$ cat src/rtl/nvf_pkg.sv
// Shared widths, stage counts and step functions for the vector normalizer.
// Used by nvf_sqrt, nvf_div and vector_normalize_fixed. No dependencies.
`default_nettype none
package nvf_pkg;

    localparam int COMP_W    = 24;              // Q7.16 component
    localparam int MAG_W     = 24;              // magnitude, up to 2^23
    localparam int SQ_W      = 2 * MAG_W;       // one square
    localparam int PAIR_W    = SQ_W + 1;        // sum of two squares
    localparam int SUM_W     = SQ_W + 2;        // sum of four squares
    localparam int ROOT_W    = SUM_W / 2;       // floor sqrt, one bit per step
    localparam int REM_W     = ROOT_W + 2;      // sqrt partial remainder
    localparam int LEN_W     = ROOT_W;          // divisor
    localparam int QUO_W     = 31;              // quotient up to 2^30
    localparam int OUT_W     = 32;              // Q1.30 result
    localparam int SIZE_W    = 3;
    localparam int NUM_COMP  = 4;

    localparam logic [QUO_W-1:0] ONE_Q30 = QUO_W'(1) << 30;

    typedef struct packed {
        logic [REM_W-1:0]  rem;
        logic [ROOT_W-1:0] root;
    } sqrt_state_t;

    typedef struct packed {
        logic [LEN_W-1:0] rem;
        logic [QUO_W-1:0] quo;
    } div_state_t;

    // One digit of the square root: take two radicand bits, decide one root bit.
    function automatic sqrt_state_t sqrt_step(input sqrt_state_t cur, input logic [1:0] bits);
        logic [REM_W+1:0] t;
        logic [REM_W+1:0] trial;
        logic             ge;
        sqrt_state_t      res;
        t     = {cur.rem, bits};
        trial = {2'b00, cur.root, 2'b01};
        ge    = (t >= trial);
        res.rem  = ge ? REM_W'(t - trial) : REM_W'(t);
        res.root = {cur.root[ROOT_W-2:0], ge};
        return res;
    endfunction

    // One restoring division step: shift in a zero, subtract when it fits.
    function automatic div_state_t div_step(input div_state_t cur, input logic [LEN_W-1:0] len);
        logic [LEN_W:0] r2;
        logic           ge;
        div_state_t     res;
        r2  = {cur.rem, 1'b0};
        ge  = (r2 >= {1'b0, len});
        res.rem = ge ? LEN_W'(r2 - {1'b0, len}) : LEN_W'(r2);
        res.quo = {cur.quo[QUO_W-2:0], ge};
        return res;
    endfunction

endpackage
`default_nettype wire

$ cat src/rtl/nvf_div.sv
// Pipelined restoring divider for mag * 2^30 / len, one quotient bit per stage.
// Depends on nvf_pkg.
`default_nettype none
module nvf_div
    import nvf_pkg::*;
(
    input  logic              clk,
    input  logic              en,
    input  logic [MAG_W-1:0]  mag,
    input  logic [LEN_W-1:0]  len,
    output logic [QUO_W-1:0]  quo
);

    div_state_t       st_reg   [QUO_W];
    div_state_t       st_next  [QUO_W];
    logic [LEN_W-1:0] len_reg  [QUO_W];

    always_comb
    begin
        logic           ge0;
        logic [LEN_W:0] mag_ext;
        mag_ext = (LEN_W+1)'(mag);
        ge0     = (mag_ext >= {1'b0, len});
        st_next[0].rem = ge0 ? LEN_W'(mag_ext - {1'b0, len}) : LEN_W'(mag_ext);
        st_next[0].quo = QUO_W'(ge0);
        for (int k = 1; k < QUO_W; k++)
        begin
            st_next[k] = div_step(st_reg[k-1], len_reg[k-1]);
        end
    end

    always_ff @(posedge clk)
    begin
        if (en)
        begin
            len_reg[0] <= len;
            for (int k = 1; k < QUO_W; k++)
            begin
                len_reg[k] <= len_reg[k-1];
            end
            for (int k = 0; k < QUO_W; k++)
            begin
                st_reg[k] <= st_next[k];
            end
        end
    end

    assign quo = st_reg[QUO_W-1].quo;

endmodule
`default_nettype wire

$ cat config.mk
export PLATFORM = sky130hd
export DESIGN_NAME = nvf_div
export DESIGN_NICKNAME = d
export VERILOG_FILES = /design/src/rtl/nvf_pkg.sv /design/src/rtl/nvf_div.sv
export SDC_FILE = /design/constraint.sdc
export NUM_CORES = 2
export LEC_CHECK = 0
export BUFFER_PORTS_ARGS = -buffer_cell sky130_fd_sc_hd__buf_2
export CORE_ASPECT_RATIO = 1.5
export CORE_UTILIZATION = 31
export CTS_CLUSTER_DIAMETER = 80
export CTS_CLUSTER_SIZE = 10
export DETAILED_ROUTE_END_ITERATION = 10
export PLACE_DENSITY_LB_ADDON = 0.1
export REMOVE_ABC_BUFFERS = 1
export SYNTH_ARGS = -nofsm -noshare
export SYNTH_HDL_FRONTEND = slang
export SYNTH_SLANG_ARGS = --single-unit
$ cat constraint.sdc
create_clock -name clk -period 4.1 [get_ports clk]
set_input_delay 0.41 -clock clk [delete_from_list [all_inputs] [get_ports clk]]
set_output_delay 0.41 -clock clk [all_outputs]
set_load 0.05 [all_outputs]
==> impl_results.md <==
* Critical Path Sink Type: flip-flop
* Final Util at about a third
* DR vias at around 70000
* R2r endpoint: st_reg[1][108]
* Sink Count at 1996
* Critical path class: reg -> reg
* Htree depth at 4
* Clock skew at 0.0521 ns
* Drt wl/cell at approximately 20 microns
* Unrepaired setup endpoints after global routing: no
* Most frequent cells in the layout: 1996 x edfxtp_1, 979 x inv_1, 773 x ha_1, 673 x a21oi_1, 599 x nor2_1
* CORE AREA at ~350000 sq um
* Clock Pin Slew Worst Setup and Hold Paths at 0.06 ns
* Cell taking the most area after synthesis: edfxtp_1
* Worst slack, placed at about 0.20 ns
* Final hold violation count at 0
* Area grow syn2layout at 12.2%
* Worst Max-Slew Pin Slew at just under 1 ns
* Number of enable flip-flop cells after synthesis at ~2000
* Top FF cell, synth: edfxtp_1
* Synth unique cells at between 90 and 100
* DRT antenna net count at 0
* Startpoint types: flip-flop
* Achievable Freq at between 200 and 300 MHz
* Most Used Layer, Global Route: met2
* Beginning of the critical path: len_reg[1][1]
* Post-DP HPWL at 216000 microns
* Worst-path fanout max at 4
* Leakage power at 48.2 nW
* Post-Syn Area per Cell at between 10 and 15 sq um
* Remaining DRCs at 0
* Mapped Cells at 9185
* Critical path required time at roughly 4.7 ns
* Die height at 727 microns
* Initial core utilization at around 31%
* Sequential fraction of the synthesis area at 55.2%
* Inserted Clock Buffers at approximately 230
* Post-DR vias/cell at 4.96
* Number of global-route vias before repair at ~72000
* Yosys reg bits at 1996
* Largest net degree at the start of global routing at 171
* Slew margin rel. at 33.3%
* Minimum clock period at between 3 and 4 ns
* Max-cap violation count at 0
* Max reg flops at 1246
* Top-area cell type share of the netlist area at between 50% and 60%
* Crit path arrival time at ~4.4 ns
* Worst r2r src: len_reg[1][1]
* FFs w/ async S/R, synth at 0%
* Pwr Density at about 790 nW/um^2
* Met2 Use GR at approximately 33%
* CP Capture Point: st_reg[1][108]
* Grt ovf at 0
* Fin area at between 100000 and 150000 sq um
* Commonest non-fill, non-tap cell in the layout: edfxtp_1
* Overall Global Routing Usage at 15.7%
* Hold WS at 0.255 ns
* GR Util met1 at around 16%
* Synthesis warning total at 0
* First-pass iteration count of the detailed router at 7
* Slew Viols, Final at 0
* Die width at roughly 490 microns
* # port buffers at 81
* Largest cells by area after synthesis: edfxtp_1 55%, ha_1 8.9%, mux2_2 4.2%
* Root buf cell: clkbuf_16
* Peak VDD IR at between 0.4 and 0.5 mV
* Initial DRC Count at 3810
* Global-route wire length before repair at 429000 microns
* Final Cycle Share at between 90% and 100%
* I/O pin count at 82
* Worst reg2reg path depth at 12
* Longest Clk Path Bufs at 4
* WL final at between 200000 and 300000 microns
* Status: completed
* Finished Layout Cells at ~14000
* Met3 usage at 1.70%
* Synth Cell Area at between 100000 and 150000 sq um
* DIE AREA at between 300000 and 400000 sq um
* R2R Setup Slk at 0.31 ns
* Nets at approximately 10000
* Total Power at about 96 mW
* Placement Cell Area at 115000 sq um
* Worst hold path type: in -> reg
* Clock latency on the worst-skew pair at about 0.9 ns
* Setup_tns at 0 ns
* CTS tree: done
* Initial antenna violation count at 5
* Worst setup margin at about 0.3 ns
* Row count at 265
* Placed Instances at roughly 14000
* Final setup viols at 0
* Layout cells sized above 1 at 10.2%
* Final GP Congestion at 0.854
-- Yosys cell counts (all sizes together) (30+ instances only) --
master and count:
o21a 142, o31a 34, o21ai 478, a21o 286
clkbuf 104, nor4 36, edfxtp 1996, a21oi 674
mux2 419, xor2 212, ha 773, xnor2 357
nand2 482, nor3 136, a211oi 63, a21boi 37
o31ai 52, o21bai 70, a31oi 86, or3 37
or2 35, nand4 111, o211ai 31, nor2 603
mux2i 33, nand3 127, and2 42, buf 81
and3 58, fa 30, nand2b 108, nor2b 117
inv 980
-- kinds of logic (layout without fill, tap and decap cells) --
group / after synthesis / after routing / synth area share (%)
mux: 452 / 452 / 4.70
xor+xnor: 569 / 569 / 4.59
flops: 1996 / 1996 / 55.2
compound gates: 2228 / 2228 / 13.1
fa+ha+maj: 803 / 803 / 9.46
buf+inv: 1165 / 1485 / 4.22
simple gates: 1972 / 1972 / 8.71
other cells: 0 / 6 / 0
-- critical path: stages, from the launching register on --
cell and delay (ns):
edfxtp_1 0.42, inv_1 0.09, ha_1 0.24, nor2b_1 0.15, o31a_1 0.28, o21ai_0 0.30
nand3_1 0.25, a2111oi_0 0.63, buf_4 0.21, o21ai_1 0.14, a21oi_1 0.18, a2111oi_0 0.07
or4_1 0.53
-- where the power goes --
part / leakage (nW) / internal, mW / switching (mW)
logic: 25.7 / 19.9 / 24.1
registers: 19.5 / 30.2 / 3.79
clock network: 2.95 / 10.0 / 8.03
-- what timing repair did --
action                     in CTS  in global routing
gates resized for setup         0                  2
hold buffers                   50                  0
hold endpoints to repair       76                  0
setup buffers                   0                  0
setup endpoints to repair       0                 14
-- how the worst min path moves through the flow --
stage / startpoint / endpoint / slack (ns) / cells past startpoint
2_1_floorplan: st_reg[0][56] / st_reg[0][113] / 0.40 / 0
3_3_place_gp: st_reg[1][520] / st_reg[1][577] / 0.40 / 0
3_5_place_dp: st_reg[0][508] / st_reg[0][565] / 0.40 / 0
4_1_cts: len[21] / len_reg[0][21] / 0.16 / 2
5_1_grt: len[22] / len_reg[0][22] / 0.21 / 2
6_report: len[2] / len_reg[0][2] / 0.26 / 2
-- routing by layer --
| layer | share of wire [%] | up-vias |
|---|---|---|
| li1 | - | 34300 |
| met1 | 36 | 33900 |
| met2 | 58 | 1044 |
| met3 | 2.6 | 446 |
| met4 | 3.7 | 2 |
| met5 | 0.0046 | - |
-- layout make-up --
type	instances	area [sq um]
multi-input cells	6024	44200
well taps	4539	5680
clock buffers	236	5800
repair buffers	255	2280
fillers	33900	226000
inverters	980	3680
clock inverters	14	210
diodes	6	15.0
flip-flops and latches	1996	59900
No activity file was read; power rests on OpenSTA's default activity.
