### config.mk
export PLATFORM = sky130hd
export DESIGN_NAME = nvf_sqrt
export DESIGN_NICKNAME = d
export VERILOG_FILES = /design/src/rtl/nvf_pkg.sv /design/src/rtl/nvf_sqrt.sv
export SDC_FILE = /design/constraint.sdc
export NUM_CORES = 2
export LEC_CHECK = 0
export ABC_CLOCK_PERIOD_IN_PS = 7000
export BUFFER_PORTS_ARGS = -buffer_cell sky130_fd_sc_hd__clkbuf_2
export CORE_UTILIZATION = 25
export DETAILED_ROUTE_END_ITERATION = 7
export GPL_TIMING_DRIVEN = 0
export PLACE_DENSITY = 0.45
export SYNTH_ARGS = -nofsm -noshare
export SYNTH_HDL_FRONTEND = slang
export SYNTH_SLANG_ARGS = --single-unit
### constraint.sdc
create_clock -name clk -period 7 [get_ports clk]
set_input_delay 0.7 -clock clk [delete_from_list [all_inputs] [get_ports clk]]
set_output_delay 0.7 -clock clk [all_outputs]
set_load 0.02 [all_outputs]
### src/rtl/nvf_pkg.sv
// Shared widths, stage counts and step functions for the vector normalizer.
// Used by nvf_sqrt, nvf_div and vector_normalize_fixed. No dependencies.
`default_nettype none
package nvf_pkg;

    localparam int COMP_W    = 24;              // Q7.16 component
    localparam int MAG_W     = 24;              // magnitude, up to 2^23
    localparam int SQ_W      = 2 * MAG_W;       // one square
    localparam int PAIR_W    = SQ_W + 1;        // sum of two squares
    localparam int SUM_W     = SQ_W + 2;        // sum of four squares
    localparam int ROOT_W    = SUM_W / 2;       // floor sqrt, one bit per step
    localparam int REM_W     = ROOT_W + 2;      // sqrt partial remainder
    localparam int LEN_W     = ROOT_W;          // divisor
    localparam int QUO_W     = 31;              // quotient up to 2^30
    localparam int OUT_W     = 32;              // Q1.30 result
    localparam int SIZE_W    = 3;
    localparam int NUM_COMP  = 4;

    localparam logic [QUO_W-1:0] ONE_Q30 = QUO_W'(1) << 30;

    typedef struct packed {
        logic [REM_W-1:0]  rem;
        logic [ROOT_W-1:0] root;
    } sqrt_state_t;

    typedef struct packed {
        logic [LEN_W-1:0] rem;
        logic [QUO_W-1:0] quo;
    } div_state_t;

    // One digit of the square root: take two radicand bits, decide one root bit.
    function automatic sqrt_state_t sqrt_step(input sqrt_state_t cur, input logic [1:0] bits);
        logic [REM_W+1:0] t;
        logic [REM_W+1:0] trial;
        logic             ge;
        sqrt_state_t      res;
        t     = {cur.rem, bits};
        trial = {2'b00, cur.root, 2'b01};
        ge    = (t >= trial);
        res.rem  = ge ? REM_W'(t - trial) : REM_W'(t);
        res.root = {cur.root[ROOT_W-2:0], ge};
        return res;
    endfunction

    // One restoring division step: shift in a zero, subtract when it fits.
    function automatic div_state_t div_step(input div_state_t cur, input logic [LEN_W-1:0] len);
        logic [LEN_W:0] r2;
        logic           ge;
        div_state_t     res;
        r2  = {cur.rem, 1'b0};
        ge  = (r2 >= {1'b0, len});
        res.rem = ge ? LEN_W'(r2 - {1'b0, len}) : LEN_W'(r2);
        res.quo = {cur.quo[QUO_W-2:0], ge};
        return res;
    endfunction

endpackage
`default_nettype wire

### src/rtl/nvf_sqrt.sv
// Pipelined floor square root, one root bit per register stage.
// Depends on nvf_pkg.
`default_nettype none
module nvf_sqrt
    import nvf_pkg::*;
(
    input  logic              clk,
    input  logic              en,
    input  logic [SUM_W-1:0]  radicand,
    output logic [ROOT_W-1:0] root
);

    sqrt_state_t      st_reg   [ROOT_W];
    sqrt_state_t      st_next  [ROOT_W];
    logic [SUM_W-1:0] rad_reg  [ROOT_W];
    logic [SUM_W-1:0] rad_next [ROOT_W];

    always_comb
    begin
        sqrt_state_t zero_st;
        zero_st = '0;
        st_next[0]  = sqrt_step(zero_st, radicand[SUM_W-1 -: 2]);
        rad_next[0] = radicand;
        for (int k = 1; k < ROOT_W; k++)
        begin
            st_next[k]  = sqrt_step(st_reg[k-1], rad_reg[k-1][SUM_W-1-2*k -: 2]);
            rad_next[k] = rad_reg[k-1];
        end
    end

    always_ff @(posedge clk)
    begin
        if (en)
        begin
            for (int k = 0; k < ROOT_W; k++)
            begin
                st_reg[k]  <= st_next[k];
                rad_reg[k] <= rad_next[k];
            end
        end
    end

    assign root = st_reg[ROOT_W-1].root;

endmodule
`default_nettype wire

==> flow_metrics.py <==
metrics = {
    "floorplanning": {
        "area_of_the_die_um2": 287000,
        "core_um2": 283000,
        "design.portCount": 77,
        "die_h_um": 536,
        "fp-row-count": 195,
        "initial_utilization_pct": 25.2,
        "fp.dieW_um": 536,
    },
    "power": {
        "vdd_drop_max_v": 0.000168,
        "p_per_area_nw_per_um2": 313,
        "leakagePower_nw": 31.0,
    },
    "timing": {
        "hold_viol_final": 0,
        "finalSetupTns_ns": 0,
        "worst_case_headroom_to_the_max_slew_limit_pct": 14.6,
        "max_slew.worst_pin.slew_ns": 1.26,
        "setup_viol": 0,
        "slew_viol_final": 0,
        "final_min_period_over_clock_period_pct": 64.9,
        "fin_worst_skew_ns": 0.0708,
        "timing.final.crit_period_ns": 4.54,
        "grt_setup_unrepaired": "false",
        "clock.fmax_mhz": 220,
    },
    "routing": {
        "drt-initial-drc-count": 2374,
        "routed_wire_length_per_instance_um": 14.7,
        "vias_per_cell": 4.29,
        "num_vias": 41400,
        "totalWireLength_um": 142000,
        "detail_route.drc_violations": 0,
        "final_antenna_net_count": 0,
        "drt_first_pass_iters": 5,
    },
    "placed_design": {
        "placement.io_buffers": 76,
        "place.detailed.hpwl_um": 101000,
        "place.gp.congestion": 0.837,
        "place.detailed.instances": 9281,
    },
    "layout": {
        "final_layout_size_suffix_gt1_share_pct": 8.24,
        "ff_latch_area_um2": 46100,
        "largest_register_ffs": 936,
        "post-route-util_pct": 29.4,
        "finalNetCount": 6175,
        "post_layout_nonfiller_instances": 9663,
        "multi_input_area_um2": 22800,
        "fillerInstances": 28600,
        "area_added_between_synthesis_and_finish_pct": 16.9,
    },
    "worst_setup_path": {
        "arrival_time_worst_endpoint_ns": 5.06,
        "critical_path.most_common_cell": "clkbuf_1",
        "slowest_stage": "nor3_1",
        "path_class": "reg -> reg",
        "required_ns": 7.51,
        "critical_path.max_stage_delay_ns": 0.84,
        "path_max_fanout": 10,
        "type_of_element_capturing_the_critical_path": "flop",
        "crit_path_start_kind": "flop",
        "worstPathCellList": "ha_1, clkbuf_1, nand4_1, nor3_1, a211o_1, clkbuf_1, clkbuf_1, buf_1, a21oi_1",
    },
    "synthesis": {
        "synth_largest_type_area_fraction_pct": 64.8,
        "number_of_flops_mapped_to_enable_cells_by_yosys": 1536,
        "synth_area_leaders": "edfxtp_1 65%, ha_1 6.2%, xor2_1 3.2%",
        "synthesis.nets": 5851,
        "synth_top_area_cell": "edfxtp_1",
        "synth.ff_latch_count": 1536,
        "ys_types": 85,
        "syn_avg_cell_area_um2": 13.1,
        "syn-cell-area_um2": 71200,
        "synth_cells": 5447,
        "yosysWarningCount": 0,
        "ys.flop_type": "edfxtp_1",
        "share_of_flip_flops_with_an_asynchronous_set_or_reset_pct": 0,
        "yosysSeqAreaShare_pct": 64.8,
    },
    "global_routing": {
        "grt_first_pass_wirelength_um": 224000,
        "grt_busiest_layer": "met2",
        "globalRouteOverflowTotal": 0,
        "first_global_vias": 41700,
        "gr-usage-met3_pct": 1.72,
        "grt_max_degree": 121,
        "antenna_found_initial": 2,
        "grt_usage_pct": 9.63,
        "met2_usage_pct": 16.4,
        "grt_util_met1_pct": 12.1,
    },
    "clock_network": {
        "tritoncts": "done",
        "clock_tree.root_cell": "clkbuf_16",
        "depth_of_the_cts_h_tree": 4,
        "cts-buffers-inserted": 183,
        "cts.sink_count": 1536,
        "clock_latency_ns": 0.87,
        "clock_path_buffers": 4,
        "worst_setup_hold_path_clk_slew_ns": 0.06,
    },
    "min_path": {
        "hold_path_class": "in -> reg",
    },
    "run": {
        "drv.max_cap_violation_count": 0,
    },
    "status": {
        "status": "completed",
    },
}
==> through the flow <==
| stage | worst slack [ns] | total power, W | hold slack (ns) | area [um^2] |
|---|---|---|---|---|
| after CTS | 2.51 | 0.0265 | 0.0424 | 83200 |
| final | 2.46 | 0.0260 | 0.151 | 83200 |
| after floorplan | 3.61 | 0.0153 | 0.400 | 71200 |
| after global routing | 2.28 | 0.0274 | 0.0727 | 83200 |
| after detailed placement | 2.51 | 0.0167 | 0.405 | 76600 |
| after global placement | -22.52 | 0.0172 | 0.400 | 76200 |
==> final timing paths <==
| check | start | depth (start not counted) | slack [ns] | end |
|---|---|---|---|---|
| worst max register to register | st_reg[1][354]$_DFFE_PP_ | 9 | 2.46 | st_reg[1][411]$_DFFE_PP_ |
| worst min-delay path | radicand[49] | 2 | 0.15 | st_reg[0][0]$_DFFE_PP_ |
| worst max-delay path | st_reg[1][354]$_DFFE_PP_ | 9 | 2.46 | st_reg[1][411]$_DFFE_PP_ |
| worst min register to register | rad_reg[0][373]$_DFFE_PP_ | 0 | 0.39 | rad_reg[1][23]$_DFFE_PP_ |
==> report_power, final <==
part | internal (W) | switching, W
registers | 0.0115 | 0.000677
clock network | 0.00573 | 0.00382
logic | 0.00184 | 0.00245
total | 0.0191 | 0.00694
==> cell usage after synthesis, drive strengths merged, types with 19 or more instances <==
master  number
inv        435
o21bai      24
nor4        79
edfxtp    1536
nand2      354
a211oi      26
or3         43
nand3       96
xnor2      243
and3        19
nor2       357
ha         352
o211ai      22
or4         39
mux2        56
o31ai       29
o21a        68
a21oi      337
buf         31
a21o       116
clkbuf      90
or2         27
nand4       53
a31oi       30
nand2b      72
xor2       257
o21ai      257
nor2b       57
nor3       131
==> logic make-up after synthesis <==
| kind of cell | synth area share [%] |
|---|---|
| AOI/OAI and AO/OA | 9.03 |
| xor gates and xnor gates | 6.15 |
| adders and majority gates | 6.19 |
| buffers and inverters | 3.08 |
| DFF | 64.8 |
| muxes | 1.01 |
| other | 0.00527 |
| and+or+nand+nor | 9.71 |
==> placed cells by master (no fill, tap or decap), drive strengths merged, types with 26 or more instances in the layout <==
cell	n
or4	39
nand2	354
nor3	131
nand4	53
edfxtp	1536
dlygate4sd3	48
clkbuf	383
mux2	56
a31oi	30
nor2b	57
a21o	116
a211oi	26
buf	46
nand2b	72
inv	441
ha	352
nand3	96
nor2	357
xor2	257
or2	27
or3	43
clkinv	81
o31ai	29
o21ai	257
xnor2	243
o21a	68
a21oi	337
nor4	79
==> area by class of cell <==
cell class | count | area share (%)
buffer | 121 | 0.668
clock buffer | 217 | 5.68
antenna | 1 | 0.00301
inverter | 436 | 1.97
multi-input combinational | 3354 | 27.5
clock inverter | 116 | 1.61
timing repair buffer | 139 | 1.52
tap | 3743 | 5.63
sequential | 1536 | 55.5
==> critical path: cells and delay by family, from the launching register on <==
kind,cells,cell delay (ns)
AOI/OAI and AO/OA,2,0.37
adders and majority gates,1,0.29
buffers and inverters,4,1.96
DFF,1,0.41
and+or+nand+nor,2,1.22
==> per-layer routing <==
layer,vias to the layer above,wire length [um]
li1,20800,-
met1,19700,63800
met2,689,67600
met3,256,5610
met4,0,4730
met5,-,0
==> what timing repair did <==
item                                   CTS  global route
setup endpoints to repair                0             0
gates resized for setup                  0             0
hold buffers                            48             0
endpoints found under the hold margin   48             0
buffers inserted                         0             0
(Power assumes the default switching activity.)
